### config.mk
export PLATFORM = sky130hd
export DESIGN_NAME = lora_time_on_air
export DESIGN_NICKNAME = d
export VERILOG_FILES = /design/src/rtl/ltoa_pkg.sv /design/src/rtl/ltoa_div_cell.sv /design/src/rtl/ltoa_div_chain.sv /design/src/rtl/lora_time_on_air.sv
export VERILOG_INCLUDE_DIRS = /design/src /design/src/rtl
export SDC_FILE = /design/constraint.sdc
export NUM_CORES = 2
export LEC_CHECK = 0
export BUFFER_PORTS_ARGS = -buffer_cell sky130_fd_sc_hd__buf_2
export CORE_UTILIZATION = 40
export CTS_CLUSTER_DIAMETER = 150
export DETAILED_ROUTE_END_ITERATION = 10
export SYNTH_ARGS = -nofsm -noshare
export SYNTH_HDL_FRONTEND = slang
export SYNTH_SLANG_ARGS = --single-unit
### constraint.sdc
create_clock -name clk -period 7 [get_ports clk]
set_input_delay 0.7 -clock clk [delete_from_list [all_inputs] [get_ports clk]]
set_output_delay 0.7 -clock clk [all_outputs]
set_load 0.1 [all_outputs]
### src/rtl/lora_time_on_air_macros.svh
// Assertion helpers shared by the RTL. Each use expands to one labeled
// concurrent assertion clocked on clk and disabled while arst_n is low.
`ifndef LORA_TIME_ON_AIR_MACROS_SVH
`define LORA_TIME_ON_AIR_MACROS_SVH

// Same-cycle implication.
`define LTOA_ASSERT_IMP(lbl, ante, cons, msg) \
	lbl: assert property (@(posedge clk) disable iff (!arst_n) (ante) |-> (cons)) \
		else $error(msg);

// Next-cycle implication.
`define LTOA_ASSERT_NXT(lbl, ante, cons, msg) \
	lbl: assert property (@(posedge clk) disable iff (!arst_n) (ante) |=> (cons)) \
		else $error(msg);

`endif

### src/rtl/ltoa_pkg.sv
package ltoa_pkg;

	localparam int unsigned SF_W   = 4;
	localparam int unsigned BW_W   = 19;
	localparam int unsigned CR_W   = 4;
	localparam int unsigned PRE_W  = 16;
	localparam int unsigned LDRO_W = 2;
	localparam int unsigned PL_W   = 16;
	localparam int unsigned AIR_W  = 36;
	localparam int unsigned ST_W   = 2;

	// Payload block divider: divisor 4*(SF-2*LDRO), quotient up to 8 bits.
	localparam int unsigned DENA_W = 6;
	localparam int unsigned QA_W   = 8;
	// Final divider: divisor is the bandwidth, quotient is the airtime.
	localparam int unsigned DENB_W = BW_W;
	localparam int unsigned QB_W   = AIR_W;

	localparam logic [2:0] REG_SF   = 3'd0;
	localparam logic [2:0] REG_BW   = 3'd1;
	localparam logic [2:0] REG_CR   = 3'd2;
	localparam logic [2:0] REG_PRE  = 3'd3;
	localparam logic [2:0] REG_LDRO = 3'd4;
	localparam logic [2:0] REG_CRC  = 3'd5;
	localparam logic [2:0] REG_IH   = 3'd6;

	localparam logic [LDRO_W-1:0] LDRO_AUTO = 2'd0;
	localparam logic [LDRO_W-1:0] LDRO_OFF  = 2'd1;
	localparam logic [LDRO_W-1:0] LDRO_ON   = 2'd2;

	localparam logic [ST_W-1:0] ST_OK       = 2'd0;
	localparam logic [ST_W-1:0] ST_INVALID  = 2'd1;
	localparam logic [ST_W-1:0] ST_OVERFLOW = 2'd2;

	typedef struct packed {
		logic valid;
		logic ok;
	} ltoa_ctl_t;

	function automatic logic bw_listed(input logic [BW_W-1:0] bw);
		logic hit;
		unique case (bw)
			19'd7800, 19'd10400, 19'd15600, 19'd20800, 19'd31250,
			19'd41700, 19'd62500, 19'd125000, 19'd250000, 19'd500000: hit = 1'b1;
			default: hit = 1'b0;
		endcase
		return hit;
	endfunction

endpackage

### src/rtl/ltoa_div_cell.sv
// One restoring division step: brings in the next dividend bit, subtracts the
// divisor when it fits and shifts the quotient bit in at the bottom.
module ltoa_div_cell import ltoa_pkg::*; #(
	parameter int unsigned DEN_W = DENA_W,
	parameter int unsigned N     = QA_W
) (
	input  logic               clk,
	input  logic               arst_n,
	input  logic [DEN_W-1:0]   den,
	input  ltoa_ctl_t          ctl_in,
	input  logic [DEN_W+N-1:0] work_in,
	output ltoa_ctl_t          ctl_out,
	output logic [DEN_W+N-1:0] work_out
);

	logic [DEN_W:0]     trial;
	logic [DEN_W:0]     diff;
	logic               fits;
	logic [DEN_W-1:0]   rem_next;
	ltoa_ctl_t          ctl_q;
	logic [DEN_W+N-1:0] work_q;

	assign trial    = work_in[DEN_W+N-1:N-1];
	assign diff     = trial - {1'b0, den};
	assign fits     = trial >= {1'b0, den};
	assign rem_next = fits ? diff[DEN_W-1:0] : trial[DEN_W-1:0];

	always_ff @(posedge clk or negedge arst_n) begin
		if (!arst_n) begin
			ctl_q <= '0;
		end else begin
			ctl_q <= ctl_in;
		end
	end

	always_ff @(posedge clk) begin
		work_q <= {rem_next, work_in[N-2:0], fits};
	end

	assign ctl_out  = ctl_q;
	assign work_out = work_q;

endmodule

### src/rtl/ltoa_div_chain.sv
// Row of N division cells; the quotient comes out in the low N bits.
module ltoa_div_chain import ltoa_pkg::*; #(
	parameter int unsigned DEN_W = DENA_W,
	parameter int unsigned N     = QA_W
) (
	input  logic               clk,
	input  logic               arst_n,
	input  logic [DEN_W-1:0]   den,
	input  ltoa_ctl_t          ctl_in,
	input  logic [DEN_W+N-1:0] work_in,
	output ltoa_ctl_t          ctl_out,
	output logic [N-1:0]       quot
);

	ltoa_ctl_t          ctl_w  [0:N];
	logic [DEN_W+N-1:0] work_w [0:N];

	assign ctl_w[0]  = ctl_in;
	assign work_w[0] = work_in;

	for (genvar i = 0; i < N; i++) begin : g_cell
		ltoa_div_cell #(
			.DEN_W(DEN_W),
			.N    (N)
		) u_cell (
			.clk     (clk),
			.arst_n  (arst_n),
			.den     (den),
			.ctl_in  (ctl_w[i]),
			.work_in (work_w[i]),
			.ctl_out (ctl_w[i+1]),
			.work_out(work_w[i+1])
		);
	end

	assign ctl_out = ctl_w[N];
	assign quot    = work_w[N][N-1:0];

endmodule

### src/rtl/lora_time_on_air.sv
// A word accepted by start runs through every stage listed below in order;
// done is high for a single cycle when its result reaches the output register.
// Throughput: one word per cycle; busy is always low, the pipeline never stalls.
// Stages: s1, 8 division cells, s2 to s4, 36 division cells, output register.
// The receiver cannot stall, so results are shown once and never held.
// Reset (arst_n low, asynchronous) clears the pipeline and loads register defaults.
module lora_time_on_air import ltoa_pkg::*; (
	input  logic              clk,
	input  logic              arst_n,
	input  logic              start,
	output logic              busy,
	input  logic [PL_W-1:0]   payload_bytes,
	output logic              done,
	output logic [AIR_W-1:0]  toa_us,
	output logic [ST_W-1:0]   status,
	input  logic              psel,
	input  logic              penable,
	input  logic              pwrite,
	input  logic [4:0]        paddr,
	input  logic [31:0]       pwdata,
	output logic [31:0]       prdata,
	output logic              pready
);

	`include "lora_time_on_air_macros.svh"

	// Configuration registers. The datapath reads them live: the user must
	// change them only while no word is in flight; the block does not enforce it.
	logic [SF_W-1:0]   sf_q;
	logic [BW_W-1:0]   bw_q;
	logic [CR_W-1:0]   cr_q;
	logic [PRE_W-1:0]  pre_q;
	logic [LDRO_W-1:0] ldro_q;
	logic              crc_q;
	logic              ih_q;
	logic [2:0]        reg_idx;
	logic              reg_wr;

	assign reg_idx = paddr[4:2];
	assign reg_wr  = psel && penable && pwrite;
	assign pready  = 1'b1;
	assign busy    = 1'b0;

	always_ff @(posedge clk or negedge arst_n) begin
		if (!arst_n) begin
			sf_q   <= 4'd7;
			bw_q   <= 19'd125000;
			cr_q   <= 4'd5;
			pre_q  <= 16'd8;
			ldro_q <= LDRO_AUTO;
			crc_q  <= 1'b1;
			ih_q   <= 1'b0;
		end else if (reg_wr) begin
			unique case (reg_idx)
				REG_SF:   sf_q   <= pwdata[SF_W-1:0];
				REG_BW:   bw_q   <= pwdata[BW_W-1:0];
				REG_CR:   cr_q   <= pwdata[CR_W-1:0];
				REG_PRE:  pre_q  <= pwdata[PRE_W-1:0];
				REG_LDRO: ldro_q <= pwdata[LDRO_W-1:0];
				REG_CRC:  crc_q  <= pwdata[0];
				REG_IH:   ih_q   <= pwdata[0];
				default: ;
			endcase
		end
	end

	always_comb begin
		unique case (reg_idx)
			REG_SF:   prdata = {28'd0, sf_q};
			REG_BW:   prdata = {13'd0, bw_q};
			REG_CR:   prdata = {28'd0, cr_q};
			REG_PRE:  prdata = {16'd0, pre_q};
			REG_LDRO: prdata = {30'd0, ldro_q};
			REG_CRC:  prdata = {31'd0, crc_q};
			REG_IH:   prdata = {31'd0, ih_q};
			default:  prdata = 32'd0;
		endcase
	end

	// Low data rate optimization. In auto mode it is on when
	// 2^SF * 1000 >= 16 * BW, which reduces to 125 * 2^SF >= 2 * BW.
	logic [22:0]       ldro_lhs;
	logic [22:0]       ldro_rhs;
	logic              ldro_on;
	logic [SF_W-1:0]   sym_bits;
	logic [DENA_W-1:0] den_a;

	assign ldro_lhs = 23'd125 << sf_q;
	assign ldro_rhs = {3'd0, bw_q, 1'b0};
	assign ldro_on  = (ldro_q == LDRO_AUTO) ? (ldro_lhs >= ldro_rhs) : (ldro_q == LDRO_ON);
	assign sym_bits = sf_q - (ldro_on ? 4'd2 : 4'd0);
	assign den_a    = {sym_bits, 2'b00};

	// Settings check, done once per word at the front of the pipeline.
	logic accept;
	logic cfg_ok;

	assign accept = start && !busy;
	assign cfg_ok = (payload_bytes <= 16'd255) && (sf_q >= 4'd6) && (sf_q <= 4'd12)
		&& !((sf_q == 4'd6) && !ih_q) && bw_listed(bw_q)
		&& (cr_q >= 4'd5) && (cr_q <= 4'd8) && (pre_q >= 16'd6)
		&& (ldro_q <= LDRO_ON);

	// Payload bit count numerator split into its positive and negative parts
	// so that the clamp at zero is a plain compare. Adding den-1 turns the
	// truncating division in the cells into a ceiling division.
	logic [11:0] num_pos;
	logic [6:0]  num_neg;
	logic [12:0] dvd_a;

	assign num_pos = {1'b0, payload_bytes[7:0], 3'b000} + 12'd28 + (crc_q ? 12'd16 : 12'd0);
	assign num_neg = {1'b0, sf_q, 2'b00} + (ih_q ? 7'd20 : 7'd0);
	assign dvd_a   = (num_pos > {5'd0, num_neg})
		? ({1'b0, num_pos} - {6'd0, num_neg} + {7'd0, den_a} - 13'd1) : 13'd0;

	ltoa_ctl_t                ctl_s1;
	logic [DENA_W+QA_W-1:0]   work_a_s1;

	always_ff @(posedge clk or negedge arst_n) begin
		if (!arst_n) begin
			ctl_s1 <= '0;
		end else begin
			ctl_s1 <= '{valid: accept, ok: cfg_ok};
		end
	end

	always_ff @(posedge clk) begin
		work_a_s1 <= (DENA_W+QA_W)'(dvd_a[11:0]);
	end

	// First row of cells: payload blocks.
	ltoa_ctl_t       ctl_a;
	logic [QA_W-1:0] blocks;

	ltoa_div_chain #(
		.DEN_W(DENA_W),
		.N    (QA_W)
	) u_chain_a (
		.clk    (clk),
		.arst_n (arst_n),
		.den    (den_a),
		.ctl_in (ctl_s1),
		.work_in(work_a_s1),
		.ctl_out(ctl_a),
		.quot   (blocks)
	);

	// Quarter symbols: 4*preamble + 17 + 4*(8 + blocks*CR).
	logic [11:0] psym;
	logic [18:0] quarters;

	assign psym     = 12'd8 + 12'(blocks * cr_q);
	assign quarters = {1'b0, pre_q, 2'b00} + 19'd17 + {5'd0, psym, 2'b00};

	ltoa_ctl_t   ctl_s2;
	logic [18:0] quarters_s2;
	ltoa_ctl_t   ctl_s3;
	logic [36:0] prod_s3;
	ltoa_ctl_t   ctl_s4;
	logic [DENB_W+QB_W-1:0] work_b_s4;
	logic [47:0] dvd_b;

	// The time is quarters * 2^SF * 10^6 / (4 * BW) = quarters * 250000 * 2^SF / BW.
	assign dvd_b = {11'd0, prod_s3} << sf_q;

	always_ff @(posedge clk or negedge arst_n) begin
		if (!arst_n) begin
			ctl_s2 <= '0;
			ctl_s3 <= '0;
			ctl_s4 <= '0;
		end else begin
			ctl_s2 <= ctl_a;
			ctl_s3 <= ctl_s2;
			ctl_s4 <= ctl_s3;
		end
	end

	always_ff @(posedge clk) begin
		quarters_s2 <= quarters;
		prod_s3     <= 37'(quarters_s2 * 18'd250000);
		// The quotient fits 36 bits, so the top 12 dividend bits already
		// sit below the divisor and start as the partial remainder.
		work_b_s4   <= (DENB_W+QB_W)'(dvd_b);
	end

	// Second row of cells: division by the bandwidth.
	ltoa_ctl_t       ctl_b;
	logic [QB_W-1:0] air_q;

	ltoa_div_chain #(
		.DEN_W(DENB_W),
		.N    (QB_W)
	) u_chain_b (
		.clk    (clk),
		.arst_n (arst_n),
		.den    (bw_q),
		.ctl_in (ctl_s4),
		.work_in(work_b_s4),
		.ctl_out(ctl_b),
		.quot   (air_q)
	);

	// Output register: one cycle strobe per word.
	logic             done_q;
	logic [AIR_W-1:0] airtime_q;
	logic [ST_W-1:0]  status_q;

	always_ff @(posedge clk or negedge arst_n) begin
		if (!arst_n) begin
			done_q <= 1'b0;
		end else begin
			done_q <= ctl_b.valid;
		end
	end

	always_ff @(posedge clk) begin
		airtime_q <= ctl_b.ok ? air_q : '0;
		status_q  <= ctl_b.ok ? ST_OK : ST_INVALID;
	end

	assign done   = done_q;
	assign toa_us = airtime_q;
	assign status = status_q;

	`LTOA_ASSERT_NXT(a_accept_enters, accept, ctl_s1.valid, "accepted word did not enter the pipeline")
	`LTOA_ASSERT_IMP(a_bad_is_zero, done && (status != ST_OK), toa_us == '0, "nonzero time on a failed word")
	`LTOA_ASSERT_IMP(a_no_overflow, done, (status == ST_OK) || (status == ST_INVALID), "unexpected status")
	`LTOA_ASSERT_IMP(a_blocks_range, ctl_a.valid && ctl_a.ok, blocks <= 8'd131, "payload block count out of range")

endmodule

==> flow_metrics.py <==
metrics = {
    "critical_path": {
        "cp.arrival_ns": 6.73,
        "criticalPathCategory": "reg2reg",
        "cp-start-kind": "register",
        "cp_max_fo": 7,
        "cp.required_ns": 7.74,
        "crit_path_end_kind": "register",
    },
    "floorplan": {
        "die_h_um": 488,
        "coreArea_sq_um": 235000,
        "die_w_um": 488,
        "dieArea_sq_um": 239000,
        "initial_utilization_pct": 40.2,
        "io_pins": 132,
        "placementRows": 178,
    },
    "finish": {
        "layout_commonest_cell": "dfxtp_1",
        "final_cell_mix": "dfxtp_1 (2066), ha_1 (906), nand2_1 (593)",
        "final_area_sq_um": 107000,
        "fillers": 21900,
        "drive_gt1_share_pct": 11.6,
        "nets": 10200,
        "area_growth_pct": 12.9,
    },
    "sta": {
        "period_minus_slack_ns": 5.99,
        "rsz0062_at_grt": "false",
        "skew_ns": 0.0417,
        "slew_viol_final": 0,
        "fin_crit_sh_pct": 85.6,
        "tightest_slew_ns": 1.26,
        "fin_tns_setup_ns": 0,
        "slew_headroom_pct": 15.9,
        "setup_slack_ns": 1.01,
        "setup_viol": 0,
        "fmaxAchievable_mhz": 167,
        "finalHoldViolations": 0,
    },
    "routing": {
        "via_per_inst": 5.16,
        "ant_nets": 0,
        "drt_iter0_markers": 3863,
        "drt_pass1_iterations": 6,
        "wirelength_um": 216000,
        "wl_per_cell_um": 17.3,
        "detail_route.drc_violations": 0,
        "vias": 64500,
    },
    "place": {
        "dpl-instance-area_sq_um": 98800,
        "io_buffers": 100,
        "dp_hpwl_um": 153000,
        "place.gp.congestion": 0.883,
        "place_ws_ns": 1.04,
    },
    "global_route": {
        "grt_pass1_vias": 64300,
        "track_usage_pct": 17.9,
        "antenna_found_initial": 5,
        "grt_pass1_wl_um": 341000,
        "grt_max_degree": 91,
        "grt_overflow": 0,
    },
    "clock_tree": {
        "cts_buffers": 227,
        "clockRootBuffer": "clkbuf_16",
        "cts.sinks": 2210,
        "clock_path_buffers": 3,
        "cts_setup_buffers": 0,
        "cts_tree": "done",
        "htree_levels": 4,
        "clkSlewWorstSetupHoldPaths_ns": 0.06,
        "cts_resized": 0,
        "insertion_delay_ns": 0.87,
    },
    "yosys": {
        "synth_seq_cells": 2210,
        "yosys-top-cells-area": "dfxtp_1 (44%), ha_1 (12%), mux2_2 (4.6%)",
        "yosysSeqAreaShare_pct": 47.5,
        "avgSynthCellArea_sq_um": 10.6,
        "synth_top_area_share_pct": 43.7,
        "yosysWarnings": 0,
        "syn-cell-area_sq_um": 94700,
        "synth-edff-count": 0,
        "synth-async-reset-ratio_pct": 6.52,
        "ys_types": 96,
        "syn_inst": 8939,
        "yosys.area.top_type": "dfxtp_1",
        "synth-main-ff-cell": "dfxtp_1",
    },
    "job": {
        "max-cap-violations": 0,
    },
    "min_path": {
        "hold_path.class": "in2reg",
    },
    "status": {
        "status": "completed",
    },
}
[worst max-delay path, stage by stage (launching register included)]
cell      delay, ns
dfxtp_1        0.58
fa_1           0.52
fa_1           0.54
inv_1          0.05
fa_1           0.53
inv_1          0.07
fa_1           0.48
ha_1           0.29
inv_1          0.05
fa_1           0.50
inv_1          0.05
ha_1           0.36
a21oi_1        0.27
o21ai_1        0.16
a211oi_1       0.28
nor2_1         0.11
o311a_1        0.39
o31ai_1        0.34
mux2i_1        0.25
nand2_1        0.06
[final timing paths]
path	to	start	slack [ns]	cells past startpoint
max	prod_s3[35]	quarters_s2[6]	1.01	19
min	bw_q[12]	pwdata[12]	0.1	3
max in group asynchronous	u_chain_b.g_cell[35].u_cell.ctl_out[0]	arst_n	5.33	3
max reg2reg	prod_s3[35]	quarters_s2[6]	1.01	19
min reg2reg	u_chain_b.g_cell[19].u_cell.work_out[33]	u_chain_b.g_cell[18].u_cell.work_out[32]	0.29	0
min in group asynchronous	u_chain_b.g_cell[12].u_cell.ctl_out[0]	arst_n	0.47	2
[registers in the layout, indices dropped and copies added (netlist names)]
signal and count:
bw_q 19, cr_q 4, crc_q 1, ctl_s1 2, ctl_s2 2, ctl_s3 2, ctl_s4 2, done 1
ih_q 1, ldro_q 2, pre_q 16, prod_s3 31, quarters_s2 17, sf_q 4, status 1, toa_us 36
u_chain_a.g_cell.u_cell.ctl_out 16, u_chain_a.g_cell.u_cell.work_out 99, u_chain_b.g_cell.u_cell.ctl_out 72, u_chain_b.g_cell.u_cell.work_out 1827, work_a_s1 11, work_b_s4 44
[synth_stat cells (130+ instances only)]
library cell,number
nand2_1,593
xor2_1,211
a21o_1,206
nor2_1,460
nor2b_1,138
dfrtp_1,130
ha_1,906
inv_1,394
dfxtp_1,2066
a21oi_1,565
nor3_1,148
mux2_2,387
o21ai_0,548
xnor2_1,360
[cell type report]
class                           count  area [sq um]  share of cell area, %
Multi-Input combinational cell   6156         47500                   44.4
Antenna cell                        3          7.51                0.00702
Inverter                          396          1490                   1.39
Clock inverter                     98          1300                   1.22
Sequential cell                  2210         45000                   42.1
Tap cell                         3150          3940                   3.69
Timing Repair Buffer              159          1010                  0.947
Clock buffer                      326          6660                   6.23
[kinds of logic after synthesis]
family          synth area share (%)
compound gates                  13.4
xor+xnor                        5.28
fa+ha+maj                       14.6
buf+inv                         2.48
flops                           47.5
mux                             6.67
other cells                  0.00793
simple gates                    10.0
[what timing repair did]
item	CTS	global route
setup endpoints to repair	0	0
hold buffers	5	0
endpoints found under the hold margin	79	0
[metal layers]
layer | global-route usage (%) | part of all wire [%]
met1 | 21.9 | 44
met2 | 31.3 | 49
met3 | 2.73 | 4.1
met4 | 7.28 | 3.7
met5 | 0 | 0.0060
[per-stage QoR]
step / std cells / utilization, % / hold slack, ns
after floorplan: 8953 / - / 0.310
after global placement: 12100 / 42.0 / 0.310
after detailed placement: 12100 / 42.0 / 0.312
after CTS: 12500 / 45.4 / 0.0160
after global routing: 12500 / 45.4 / 0.0450
final: 12500 / 45.4 / 0.0991
Power is not shown: default switching activity piles up to over one toggle a cycle in this logic, so the estimate is an artifact.
